--- config.mk ---
export PLATFORM = sky130hd
export DESIGN_NAME = round_robin_task_scheduler_top
export DESIGN_NICKNAME = d
export VERILOG_FILES = /design/src/rtl/rrts_pkg.sv /design/src/rtl/rrts_ctrl.sv /design/src/rtl/rrts_dp.sv /design/src/rtl/round_robin_task_scheduler_top.sv
export SDC_FILE = /design/constraint.sdc
export NUM_CORES = 2
export LEC_CHECK = 0
export BUFFER_PORTS_ARGS = -buffer_cell sky130_fd_sc_hd__buf_2
export CAP_MARGIN = 25
export CORE_UTILIZATION = 62
export CTS_CLUSTER_DIAMETER = 80
export DETAILED_ROUTE_END_ITERATION = 10
export GPL_ROUTABILITY_DRIVEN = 0
export PLACE_DENSITY = 0.79
export RECOVER_POWER = 25
export SLEW_MARGIN = 20
export SYNTH_ARGS = -nofsm -noshare
export SYNTH_HDL_FRONTEND = slang
export SYNTH_SLANG_ARGS = --single-unit
--- constraint.sdc ---
create_clock -name clk -period 9.8 [get_ports clk]
set_clock_uncertainty 0.2 [all_clocks]
set_input_delay 1.96 -clock clk [delete_from_list [all_inputs] [get_ports clk]]
set_output_delay 1.96 -clock clk [all_outputs]
set_load 0.01 [all_outputs]
--- src/rtl/rrts_pkg.sv ---
`timescale 1ns / 1ps
// ----------------------------------------------------------------------------
// rrts_pkg
// Shared types and codes for the round-robin task scheduler: event codes,
// result status codes, slot state codes, slot record and the
// controller/datapath command and status bundles.
// ----------------------------------------------------------------------------
package rrts_pkg;

    localparam int DEF_MAX_TASKS = 8;

    // Event codes
    localparam logic [2:0] ACT_CREATE = 3'd0;
    localparam logic [2:0] ACT_RUN    = 3'd1;
    localparam logic [2:0] ACT_YIELD  = 3'd2;
    localparam logic [2:0] ACT_EXIT   = 3'd3;
    localparam logic [2:0] ACT_QUERY  = 3'd4;

    // Result status codes
    localparam logic [1:0] STS_OK      = 2'd0;
    localparam logic [1:0] STS_FULL    = 2'd1;
    localparam logic [1:0] STS_NOREADY = 2'd2;
    localparam logic [1:0] STS_NOCUR   = 2'd3;

    // Slot state codes
    localparam logic [1:0] SLOT_UNUSED   = 2'd0;
    localparam logic [1:0] SLOT_READY    = 2'd1;
    localparam logic [1:0] SLOT_RUNNING  = 2'd2;
    localparam logic [1:0] SLOT_FINISHED = 2'd3;

    typedef struct packed {
        logic [1:0]  state;
        logic [31:0] switches;
        logic [47:0] runtime;
        logic [31:0] start_tick;
    } slot_rec_t;

    // Controller to datapath commands
    typedef struct packed {
        logic capture;       // take in the new event
        logic set_full;      // status: table full
        logic set_nocur;     // status: no current task
        logic set_noready;   // status: no ready task
        logic create;        // fill the next slot
        logic rd_cur;        // read the running slot
        logic rd_q;          // read the queried slot
        logic latch_q;       // hold query data
        logic latch_cur;     // hold running slot record and tick delta
        logic write_cur;     // write back charged running slot
        logic exit_main;     // last task gone, return to main
        logic srch_init_run; // search from slot zero over all slots
        logic srch_init_cur; // search after the running slot
        logic srch_rd;       // read the slot under search
        logic srch_step;     // advance search pointer
        logic park;          // put running slot back to ready
        logic start;         // start the found slot
        logic drop_run;      // return to main without a next task
        logic load_out;      // move result into the output register
    } rrts_cmd_t;

    // Datapath to controller status
    typedef struct packed {
        logic [2:0] act;
        logic       full;
        logic       empty;
        logic       run_valid;
        logic       q_in_range;
        logic       left_zero;
        logic       rd_ready;
        logic       alive_le1;
        logic       out_free;
    } rrts_sts_t;

endpackage

--- src/rtl/rrts_ctrl.sv ---
`timescale 1ns / 1ps
// ----------------------------------------------------------------------------
// rrts_ctrl
// Event sequencer: decodes each event and steps the datapath through slot
// reads, runtime charge, the ring search and the task start.
// ----------------------------------------------------------------------------
module rrts_ctrl
(
    input  logic               clk,
    input  logic               rst_n,
    input  logic               in_valid,
    output logic               in_ready,
    input  rrts_pkg::rrts_sts_t sts,
    output rrts_pkg::rrts_cmd_t cmd
);

    localparam logic [3:0] S_IDLE     = 4'd0;
    localparam logic [3:0] S_DECODE   = 4'd1;
    localparam logic [3:0] S_Q_WAIT   = 4'd2;
    localparam logic [3:0] S_CUR_WAIT = 4'd3;
    localparam logic [3:0] S_CHARGE   = 4'd4;
    localparam logic [3:0] S_SRCH_RD  = 4'd5;
    localparam logic [3:0] S_SRCH_CHK = 4'd6;
    localparam logic [3:0] S_PARK     = 4'd7;
    localparam logic [3:0] S_START    = 4'd8;
    localparam logic [3:0] S_DONE     = 4'd9;

    logic [3:0] state_reg;
    logic [3:0] state_next;

    // Hold the sequencer state
    always_ff @(posedge clk or negedge rst_n)
    begin
        if (!rst_n)
        begin
            state_reg <= S_IDLE;
        end
        else
        begin
            state_reg <= state_next;
        end
    end

    // Decode next state and datapath commands
    always_comb
    begin
        cmd        = '0;
        state_next = state_reg;
        in_ready   = 1'b0;
        unique case (state_reg)
            S_IDLE:
            begin
                in_ready = 1'b1;
                if (in_valid)
                begin
                    cmd.capture = 1'b1;
                    state_next  = S_DECODE;
                end
            end
            S_DECODE:
            begin
                priority if (sts.act == rrts_pkg::ACT_CREATE)
                begin
                    if (sts.full)
                    begin
                        cmd.set_full = 1'b1;
                    end
                    else
                    begin
                        cmd.create = 1'b1;
                    end
                    state_next = S_DONE;
                end
                else if (sts.act == rrts_pkg::ACT_RUN)
                begin
                    if (sts.empty || sts.run_valid)
                    begin
                        state_next = S_DONE;
                    end
                    else
                    begin
                        cmd.srch_init_run = 1'b1;
                        state_next        = S_SRCH_RD;
                    end
                end
                else if (sts.act == rrts_pkg::ACT_YIELD || sts.act == rrts_pkg::ACT_EXIT)
                begin
                    if (!sts.run_valid)
                    begin
                        cmd.set_nocur = 1'b1;
                        state_next    = S_DONE;
                    end
                    else
                    begin
                        cmd.rd_cur = 1'b1;
                        state_next = S_CUR_WAIT;
                    end
                end
                else if (sts.act == rrts_pkg::ACT_QUERY && sts.q_in_range)
                begin
                    cmd.rd_q   = 1'b1;
                    state_next = S_Q_WAIT;
                end
                else
                begin
                    state_next = S_DONE;
                end
            end
            S_Q_WAIT:
            begin
                cmd.latch_q = 1'b1;
                state_next  = S_DONE;
            end
            S_CUR_WAIT:
            begin
                cmd.latch_cur = 1'b1;
                state_next    = S_CHARGE;
            end
            S_CHARGE:
            begin
                cmd.write_cur = 1'b1;
                if (sts.act == rrts_pkg::ACT_EXIT && sts.alive_le1)
                begin
                    cmd.exit_main = 1'b1;
                    state_next    = S_DONE;
                end
                else
                begin
                    cmd.srch_init_cur = 1'b1;
                    state_next        = S_SRCH_RD;
                end
            end
            S_SRCH_RD:
            begin
                if (sts.left_zero)
                begin
                    // Nothing ready: run reports it, exit also returns to main
                    if (sts.act == rrts_pkg::ACT_RUN)
                    begin
                        cmd.set_noready = 1'b1;
                    end
                    else if (sts.act == rrts_pkg::ACT_EXIT)
                    begin
                        cmd.set_noready = 1'b1;
                        cmd.drop_run    = 1'b1;
                    end
                    state_next = S_DONE;
                end
                else
                begin
                    cmd.srch_rd = 1'b1;
                    state_next  = S_SRCH_CHK;
                end
            end
            S_SRCH_CHK:
            begin
                if (sts.rd_ready)
                begin
                    state_next = (sts.act == rrts_pkg::ACT_YIELD) ? S_PARK : S_START;
                end
                else
                begin
                    cmd.srch_step = 1'b1;
                    state_next    = S_SRCH_RD;
                end
            end
            S_PARK:
            begin
                cmd.park   = 1'b1;
                state_next = S_START;
            end
            S_START:
            begin
                cmd.start  = 1'b1;
                state_next = S_DONE;
            end
            S_DONE:
            begin
                if (sts.out_free)
                begin
                    cmd.load_out = 1'b1;
                    state_next   = S_IDLE;
                end
            end
            default:
            begin
                state_next = S_IDLE;
            end
        endcase
    end

endmodule

--- src/rtl/rrts_dp.sv ---
`timescale 1ns / 1ps
// ----------------------------------------------------------------------------
// rrts_dp
// Scheduler datapath: slot record memory, fill count, running slot, alive
// and switch counters, search pointer, runtime charge and result register.
// ----------------------------------------------------------------------------
module rrts_dp
#(
    parameter int MAX_TASKS = rrts_pkg::DEF_MAX_TASKS
)
(
    input  logic                clk,
    input  logic                rst_n,
    input  rrts_pkg::rrts_cmd_t cmd,
    output rrts_pkg::rrts_sts_t sts,
    input  logic [2:0]          action,
    input  logic [31:0]         now_tick,
    input  logic [2:0]          query_index,
    output logic                out_valid,
    input  logic                out_ready,
    output logic [1:0]          status,
    output logic signed [3:0]   current_task,
    output logic                switched,
    output logic [2:0]          created_slot,
    output logic                all_done,
    output logic [3:0]          alive_tasks,
    output logic [31:0]         switch_total,
    output logic [31:0]         query_switches,
    output logic [47:0]         query_runtime,
    output logic [1:0]          query_state
);

    localparam int IW = $clog2(MAX_TASKS);
    localparam int CW = $clog2(MAX_TASKS + 1);

    function automatic logic [31:0] sat_inc32(input logic [31:0] v);
        return (v == 32'hFFFF_FFFF) ? v : v + 32'd1;
    endfunction

    // Slot record memory; entries at or above the fill count are never read
    rrts_pkg::slot_rec_t mem [MAX_TASKS];
    rrts_pkg::slot_rec_t rdata_reg;
    logic                mem_we;
    logic                mem_re;
    logic [IW-1:0]       mem_waddr;
    logic [IW-1:0]       mem_raddr;
    rrts_pkg::slot_rec_t mem_wdata;

    // Scheduler state
    logic [CW-1:0] task_count_reg;
    logic [CW-1:0] alive_reg;
    logic          run_valid_reg;
    logic [IW-1:0] run_idx_reg;
    logic [31:0]   total_reg;

    // Event and work registers
    logic [2:0]          act_reg;
    logic [31:0]         now_reg;
    logic [2:0]          qidx_reg;
    logic [IW-1:0]       srch_idx_reg;
    logic [CW-1:0]       srch_left_reg;
    rrts_pkg::slot_rec_t cur_rec_reg;
    logic [31:0]         diff_reg;
    logic                charge_en_reg;

    // Result staging
    logic [1:0]  res_status_reg;
    logic        res_switched_reg;
    logic [2:0]  res_created_reg;
    logic        res_done_reg;
    logic [31:0] res_qsw_reg;
    logic [47:0] res_qrt_reg;
    logic [1:0]  res_qst_reg;

    // Output register
    logic        out_valid_reg;
    logic [1:0]  out_status_reg;
    logic [3:0]  out_cur_reg;
    logic        out_switched_reg;
    logic [2:0]  out_created_reg;
    logic        out_done_reg;
    logic [3:0]  out_alive_reg;
    logic [31:0] out_total_reg;
    logic [31:0] out_qsw_reg;
    logic [47:0] out_qrt_reg;
    logic [1:0]  out_qst_reg;

    logic [CW-1:0] srch_inc;
    logic [IW-1:0] srch_wrap;
    logic [CW-1:0] cur_inc;
    logic [IW-1:0] cur_wrap;
    logic [48:0]   rt_sum;
    logic [47:0]   rt_next;
    logic [1:0]    cur_state_next;
    logic          out_free;

    // Ring increments modulo the fill count
    always_comb
    begin
        srch_inc  = CW'(srch_idx_reg) + CW'(1);
        srch_wrap = (srch_inc == task_count_reg) ? '0 : IW'(srch_inc);
        cur_inc   = CW'(run_idx_reg) + CW'(1);
        cur_wrap  = (cur_inc == task_count_reg) ? '0 : IW'(cur_inc);
    end

    // Charge the running slot, saturating at the 48-bit limit
    always_comb
    begin
        rt_sum  = {1'b0, cur_rec_reg.runtime} + 49'(diff_reg);
        rt_next = cur_rec_reg.runtime;
        if (charge_en_reg)
        begin
            rt_next = rt_sum[48] ? 48'hFFFF_FFFF_FFFF : rt_sum[47:0];
        end
        cur_state_next = (act_reg == rrts_pkg::ACT_EXIT) ? rrts_pkg::SLOT_FINISHED
                                                         : rrts_pkg::SLOT_RUNNING;
    end

    // Select memory read and write port
    always_comb
    begin
        mem_re    = cmd.rd_cur | cmd.rd_q | cmd.srch_rd;
        mem_raddr = srch_idx_reg;
        if (cmd.rd_cur)
        begin
            mem_raddr = run_idx_reg;
        end
        else if (cmd.rd_q)
        begin
            mem_raddr = IW'(qidx_reg);
        end

        mem_we    = cmd.create | cmd.write_cur | cmd.park | cmd.start;
        mem_waddr = run_idx_reg;
        mem_wdata = cur_rec_reg;
        priority if (cmd.create)
        begin
            mem_waddr            = task_count_reg[IW-1:0];
            mem_wdata            = '0;
            mem_wdata.state      = rrts_pkg::SLOT_READY;
        end
        else if (cmd.write_cur)
        begin
            mem_wdata.state   = cur_state_next;
            mem_wdata.runtime = rt_next;
        end
        else if (cmd.park)
        begin
            mem_wdata.state = rrts_pkg::SLOT_READY;
        end
        else if (cmd.start)
        begin
            mem_waddr            = srch_idx_reg;
            mem_wdata            = rdata_reg;
            mem_wdata.state      = rrts_pkg::SLOT_RUNNING;
            mem_wdata.switches   = sat_inc32(rdata_reg.switches);
            mem_wdata.start_tick = now_reg;
        end
    end

    // Write and read the slot memory
    always_ff @(posedge clk)
    begin
        if (mem_we)
        begin
            mem[mem_waddr] <= mem_wdata;
        end
        if (mem_re)
        begin
            rdata_reg <= mem[mem_raddr];
        end
    end

    // Update scheduler control state
    always_ff @(posedge clk or negedge rst_n)
    begin
        if (!rst_n)
        begin
            task_count_reg <= '0;
            alive_reg      <= '0;
            run_valid_reg  <= 1'b0;
            run_idx_reg    <= '0;
            total_reg      <= '0;
        end
        else
        begin
            if (cmd.create)
            begin
                task_count_reg <= task_count_reg + CW'(1);
                alive_reg      <= alive_reg + CW'(1);
            end
            if (cmd.write_cur && act_reg == rrts_pkg::ACT_EXIT && alive_reg != '0)
            begin
                alive_reg <= alive_reg - CW'(1);
            end
            if (cmd.exit_main || cmd.drop_run)
            begin
                run_valid_reg <= 1'b0;
            end
            if (cmd.start)
            begin
                run_valid_reg <= 1'b1;
                run_idx_reg   <= srch_idx_reg;
                total_reg     <= sat_inc32(total_reg);
            end
        end
    end

    // Capture the event and step the work registers
    always_ff @(posedge clk)
    begin
        if (cmd.capture)
        begin
            act_reg          <= action;
            now_reg          <= now_tick;
            qidx_reg         <= query_index;
            res_status_reg   <= rrts_pkg::STS_OK;
            res_switched_reg <= 1'b0;
            res_created_reg  <= '0;
            res_done_reg     <= 1'b0;
            res_qsw_reg      <= '0;
            res_qrt_reg      <= '0;
            res_qst_reg      <= rrts_pkg::SLOT_UNUSED;
        end
        if (cmd.set_full)
        begin
            res_status_reg <= rrts_pkg::STS_FULL;
        end
        if (cmd.set_nocur)
        begin
            res_status_reg <= rrts_pkg::STS_NOCUR;
        end
        if (cmd.set_noready)
        begin
            res_status_reg <= rrts_pkg::STS_NOREADY;
        end
        if (cmd.create)
        begin
            res_created_reg <= 3'(task_count_reg);
        end
        if (cmd.latch_q)
        begin
            res_qsw_reg <= rdata_reg.switches;
            res_qrt_reg <= rdata_reg.runtime;
            res_qst_reg <= rdata_reg.state;
        end
        if (cmd.latch_cur)
        begin
            cur_rec_reg   <= rdata_reg;
            diff_reg      <= now_reg - rdata_reg.start_tick;
            charge_en_reg <= (rdata_reg.start_tick != 32'd0);
        end
        if (cmd.write_cur)
        begin
            cur_rec_reg.runtime <= rt_next;
            cur_rec_reg.state   <= cur_state_next;
            if (act_reg == rrts_pkg::ACT_EXIT)
            begin
                res_switched_reg <= 1'b1;
            end
        end
        if (cmd.exit_main)
        begin
            res_done_reg <= 1'b1;
        end
        if (cmd.srch_init_run)
        begin
            srch_idx_reg  <= '0;
            srch_left_reg <= task_count_reg;
        end
        if (cmd.srch_init_cur)
        begin
            srch_idx_reg  <= cur_wrap;
            srch_left_reg <= task_count_reg - CW'(1);
        end
        if (cmd.srch_step)
        begin
            srch_idx_reg  <= srch_wrap;
            srch_left_reg <= srch_left_reg - CW'(1);
        end
        if (cmd.start)
        begin
            res_switched_reg <= 1'b1;
        end
    end

    // Hold the result until its transfer
    assign out_free = !out_valid_reg || out_ready;

    always_ff @(posedge clk or negedge rst_n)
    begin
        if (!rst_n)
        begin
            out_valid_reg <= 1'b0;
        end
        else if (cmd.load_out)
        begin
            out_valid_reg <= 1'b1;
        end
        else if (out_ready)
        begin
            out_valid_reg <= 1'b0;
        end
    end

    always_ff @(posedge clk)
    begin
        if (cmd.load_out)
        begin
            out_status_reg   <= res_status_reg;
            out_cur_reg      <= run_valid_reg ? 4'(run_idx_reg) : 4'hF;
            out_switched_reg <= res_switched_reg;
            out_created_reg  <= res_created_reg;
            out_done_reg     <= res_done_reg;
            out_alive_reg    <= 4'(alive_reg);
            out_total_reg    <= total_reg;
            out_qsw_reg      <= res_qsw_reg;
            out_qrt_reg      <= res_qrt_reg;
            out_qst_reg      <= res_qst_reg;
        end
    end

    // Report status to the sequencer
    always_comb
    begin
        sts.act        = act_reg;
        sts.full       = (task_count_reg == CW'(MAX_TASKS));
        sts.empty      = (task_count_reg == '0);
        sts.run_valid  = run_valid_reg;
        sts.q_in_range = (8'(qidx_reg) < 8'(task_count_reg));
        sts.left_zero  = (srch_left_reg == '0);
        sts.rd_ready   = (rdata_reg.state == rrts_pkg::SLOT_READY);
        sts.alive_le1  = (alive_reg <= CW'(1));
        sts.out_free   = out_free;
    end

    assign out_valid      = out_valid_reg;
    assign status         = out_status_reg;
    assign current_task   = out_cur_reg;
    assign switched       = out_switched_reg;
    assign created_slot   = out_created_reg;
    assign all_done       = out_done_reg;
    assign alive_tasks    = out_alive_reg;
    assign switch_total   = out_total_reg;
    assign query_switches = out_qsw_reg;
    assign query_runtime  = out_qrt_reg;
    assign query_state    = out_qst_reg;

endmodule

--- src/rtl/round_robin_task_scheduler_top.sv ---
`timescale 1ns / 1ps
// Events: create, query and rejected events need no search; run, yield and exit may search the ring,
// reading and checking each slot visited, up to MAX_TASKS slots.
// Throughput: one event at a time; the next is taken as soon as its result is registered,
// set by the sequencer, which walks the slot memory (one read and one write port) in the ring search.
// Reset: asynchronous, clears fill count, running slot and counters; the slot memory
// needs no clearing pass since slots at or above the fill count are never read.
// ----------------------------------------------------------------------------
// round_robin_task_scheduler_top
// Task table with a round-robin picker: create, run, yield, exit and query
// events, per-task switch and runtime statistics.
// ----------------------------------------------------------------------------
module round_robin_task_scheduler_top
#(
    parameter int MAX_TASKS = rrts_pkg::DEF_MAX_TASKS
)
(
    input  logic              clk,
    input  logic              rst_n,
    input  logic              in_valid,
    output logic              in_ready,
    input  logic [2:0]        action,
    input  logic [31:0]       now_tick,
    input  logic [2:0]        query_index,
    output logic              out_valid,
    input  logic              out_ready,
    output logic [1:0]        status,
    output logic signed [3:0] current_task,
    output logic              switched,
    output logic [2:0]        created_slot,
    output logic              all_done,
    output logic [3:0]        alive_tasks,
    output logic [31:0]       switch_total,
    output logic [31:0]       query_switches,
    output logic [47:0]       query_runtime,
    output logic [1:0]        query_state
);

    rrts_pkg::rrts_cmd_t cmd;
    rrts_pkg::rrts_sts_t sts;

    // Sequence each event
    rrts_ctrl u_ctrl
    (
        .clk      (clk),
        .rst_n    (rst_n),
        .in_valid (in_valid),
        .in_ready (in_ready),
        .sts      (sts),
        .cmd      (cmd)
    );

    // Hold the task table and produce results
    rrts_dp
    #(
        .MAX_TASKS (MAX_TASKS)
    )
    u_dp
    (
        .clk            (clk),
        .rst_n          (rst_n),
        .cmd            (cmd),
        .sts            (sts),
        .action         (action),
        .now_tick       (now_tick),
        .query_index    (query_index),
        .out_valid      (out_valid),
        .out_ready      (out_ready),
        .status         (status),
        .current_task   (current_task),
        .switched       (switched),
        .created_slot   (created_slot),
        .all_done       (all_done),
        .alive_tasks    (alive_tasks),
        .switch_total   (switch_total),
        .query_switches (query_switches),
        .query_runtime  (query_runtime),
        .query_state    (query_state)
    );

endmodule

==> results.ini <==
[outcome]
status = complete, but fails checks
violations = max-capacitance violations, max-slew violations

[critical_path]
cpPeakStageDelay_ps = 2480
cp.required_ps = 9900
r2r-start = u_ctrl.state_reg[0]
cp-startpoint = u_ctrl.state_reg[0]
worst_path_most_repeated_cell = clkbuf_1
cpMaxStageDelayCell = clkbuf_1
cp_data_arrival_time_ps = 6890
criticalPathCategory = reg2reg
worst-path-buf-inv = 2
crit_chain = or2_0 > nor2_1 > clkbuf_1 > or2_2 > clkbuf_1
endpoint_kind = flop
critPathLaunchType = flop
crit_fanout = 50
cp_top_family = buffers and inverters

[grt]
grt_pass1_wl_mm = 220.1
grt_antenna_before_repair = 3
track_usage_pct = 29.07
grt_max_degree = 163
grt_pass1_vias = 35620
grt_overflow = 0

[sta]
max-slew-margin-rel_pct = -178.6
min_period_over_period_pct = 69.32
tightestPinTransition_ps = 4179
setup_viol = 0
clock.fmax_mhz = 147.2
fin_ws_ps = 3006
fin_crit_ps = 6794
fin_tns_setup_ps = 0
drv_slew = 418
rsz0062_at_grt = false
final-hold-violation-count = 0

[floorplan]
dieArea_sq_um = 101100
rows = 115
die_h_microns = 318.0
start_util_pct = 62.71
core_sq_um = 98710
io_pins = 173
die_x_microns = 318.0

[synthesis]
yosysMostFrequentCell = edfxtp_1
ys.flop_type = edfxtp_1
ys_seq_area_share_pct = 71.58
synthesis.nets = 4039
synthCells = 3919
synth_top_area_share_pct = 69.47
yosysUniqueCellTypes = 80
post-synth-top-area-cell = edfxtp_1
netlist_top_cells_count = 1432 x edfxtp_1, 283 x nand2_1, 239 x mux2i_1
ys_ff_latch = 1485
synth_area_sq_um = 61900
syn_area_per_cell_sq_um = 15.79
synthTopCellsByArea = edfxtp_1 69%, mux2_2 4.2%, mux2i_1 3.9%, a221oi_2 2.4%, dfrtp_1 2.0%
synth_edf_count = 1432
ys.warnings.count = 0
async_flop_share_pct = 3.300

[pwr]
p_int_w = 0.01409
swShare_pct = 31.51
p_switching_w = 0.006479
pwr-share-clk_pct = 28.9
peakVddDrop_mv = 0.1904
seq_power_share_pct = 47.0
total_leakage_power_nw = 23.97
powerDensity_nw_per_um2 = 297.9
p_comb_share_pct = 24.1

[route]
vias = 36249
routed_wl_mm = 147.5
drcViolationCount = 0
vias_per_cell = 6.593
ant_nets = 0
wl_per_cell_microns = 26.83
first_pass_iters = 8
drt_iter0_drc = 4464

[clock_network]
clk_pin_slew_ps = 70
post_cts.repair.setup_buffers = 0
cts_tree = yes
holdBufCountCts = 0
worstSkewPairLatency_ps = 780
htree_levels = 4
cts_root_buf = clkbuf_16
clock-sinks = 1485
numCtsBuffers = 145
clockBufferDepth = 3
cts_resized = 0

[layout]
area_delta_synth_final_pct = 11.53
largest_reg_flops = 912
drive_gt1_share_pct = 17.39
final_nets = 4207

[run]
maxCapViolCount = 8

[placed_design]
place.detailed.hpwl_mm = 83.02
dp_slack_ps = 4073
port_buffers = 172

[hold_path]
hp-start = u_dp.res_qsw_reg[12]
hp-class = reg2reg

[power by group through the flow]
stage / registers [W] / logic (W) / clock network (W)
2_1_floorplan: 0.00969 / 0.00323 / 0
3_3_place_gp: 0.00969 / 0.00470 / 0
3_5_place_dp: 0.00974 / 0.00486 / 0
4_1_cts: 0.00963 / 0.00491 / 0.00600
5_1_grt: 0.00973 / 0.00529 / 0.00625
6_report: 0.00966 / 0.00496 / 0.00594
[routing by layer]
| metal | track usage (%) | part of all wire (%) | up-vias |
|---|---|---|---|
| met2 | 44.78 | 46 | 2053 |
| met5 | 0 | 0.0054 | - |
| met1 | 40.51 | 40 | 18102 |
| li1 | - | - | 15720 |
| met3 | 5.840 | 9.8 | 372 |
| met4 | 12.97 | 4.1 | 2 |
[kinds of logic (layout without fill, tap and decap cells)]
family	Yosys count	after routing	synth area share [%]
buffers and inverters	288	578	2.129
AND/OR/NAND/NOR	740	740	5.771
other	0	2	0
flip-flops	1485	1485	71.58
adder cells (fa/ha/maj)	78	78	1.601
XOR/XNOR	138	138	1.953
multiplexers	471	471	8.114
AO/OA/AOI/OAI	719	719	8.852
[final timing paths]
kind / cells past startpoint / end / slack (ps)
worst max-delay path: 5 / u_dp.cur_rec_reg[50] / 3010
worst min-delay path: 0 / u_dp.query_switches[12] / 210
worst max register to register: 5 / u_dp.cur_rec_reg[50] / 3010
worst min register to register: 0 / u_dp.query_switches[12] / 210
max in group asynchronous: 2 / u_dp.alive_reg[0] / 5750
min in group asynchronous: 2 / u_dp.total_reg[26] / 2020
[cell usage in the layout (no fill, tap or decap), drive strengths merged, types with 83 or more instances in the layout]
cell type	n
edfxtp	1432
nand2	283
clkbuf	260
mux2i	241
mux2	230
a21oi	169
buf	140
o22ai	122
nor2	117
a221oi	116
and3	101
o21ai	87
inv	87
xnor2	83
[metrics by stage]
stage / area (sq um) / hold slack [ps] / std cells / power (W) / util, %
finish: 69030 / 213.1 / 5498 / 0.02056 / 69.94
floorplan: 61900 / 200.3 / 3919 / 0.01291 / -
detailed placement: 63980 / 204.5 / 5222 / 0.01460 / 64.82
global route: 69030 / 220.1 / 5496 / 0.02127 / 69.93
CTS: 69110 / 213.6 / 5491 / 0.02053 / 70.01
global placement: 63940 / 202.6 / 5219 / 0.01440 / 64.78
[layout make-up]
type                            count  area [sq um]
Sequential cell                  1485         44310
Fill cell                        6200         29670
Multi-Input combinational cell   2146         16390
Clock buffer                      171          3757
Tap cell                         1287          1610
Clock inverter                     98          1374
Timing Repair Buffer              229          1287
Inverter                           80         300.3
Antenna cell                        2         5.005
No activity file was read; power rests on OpenSTA's default activity.
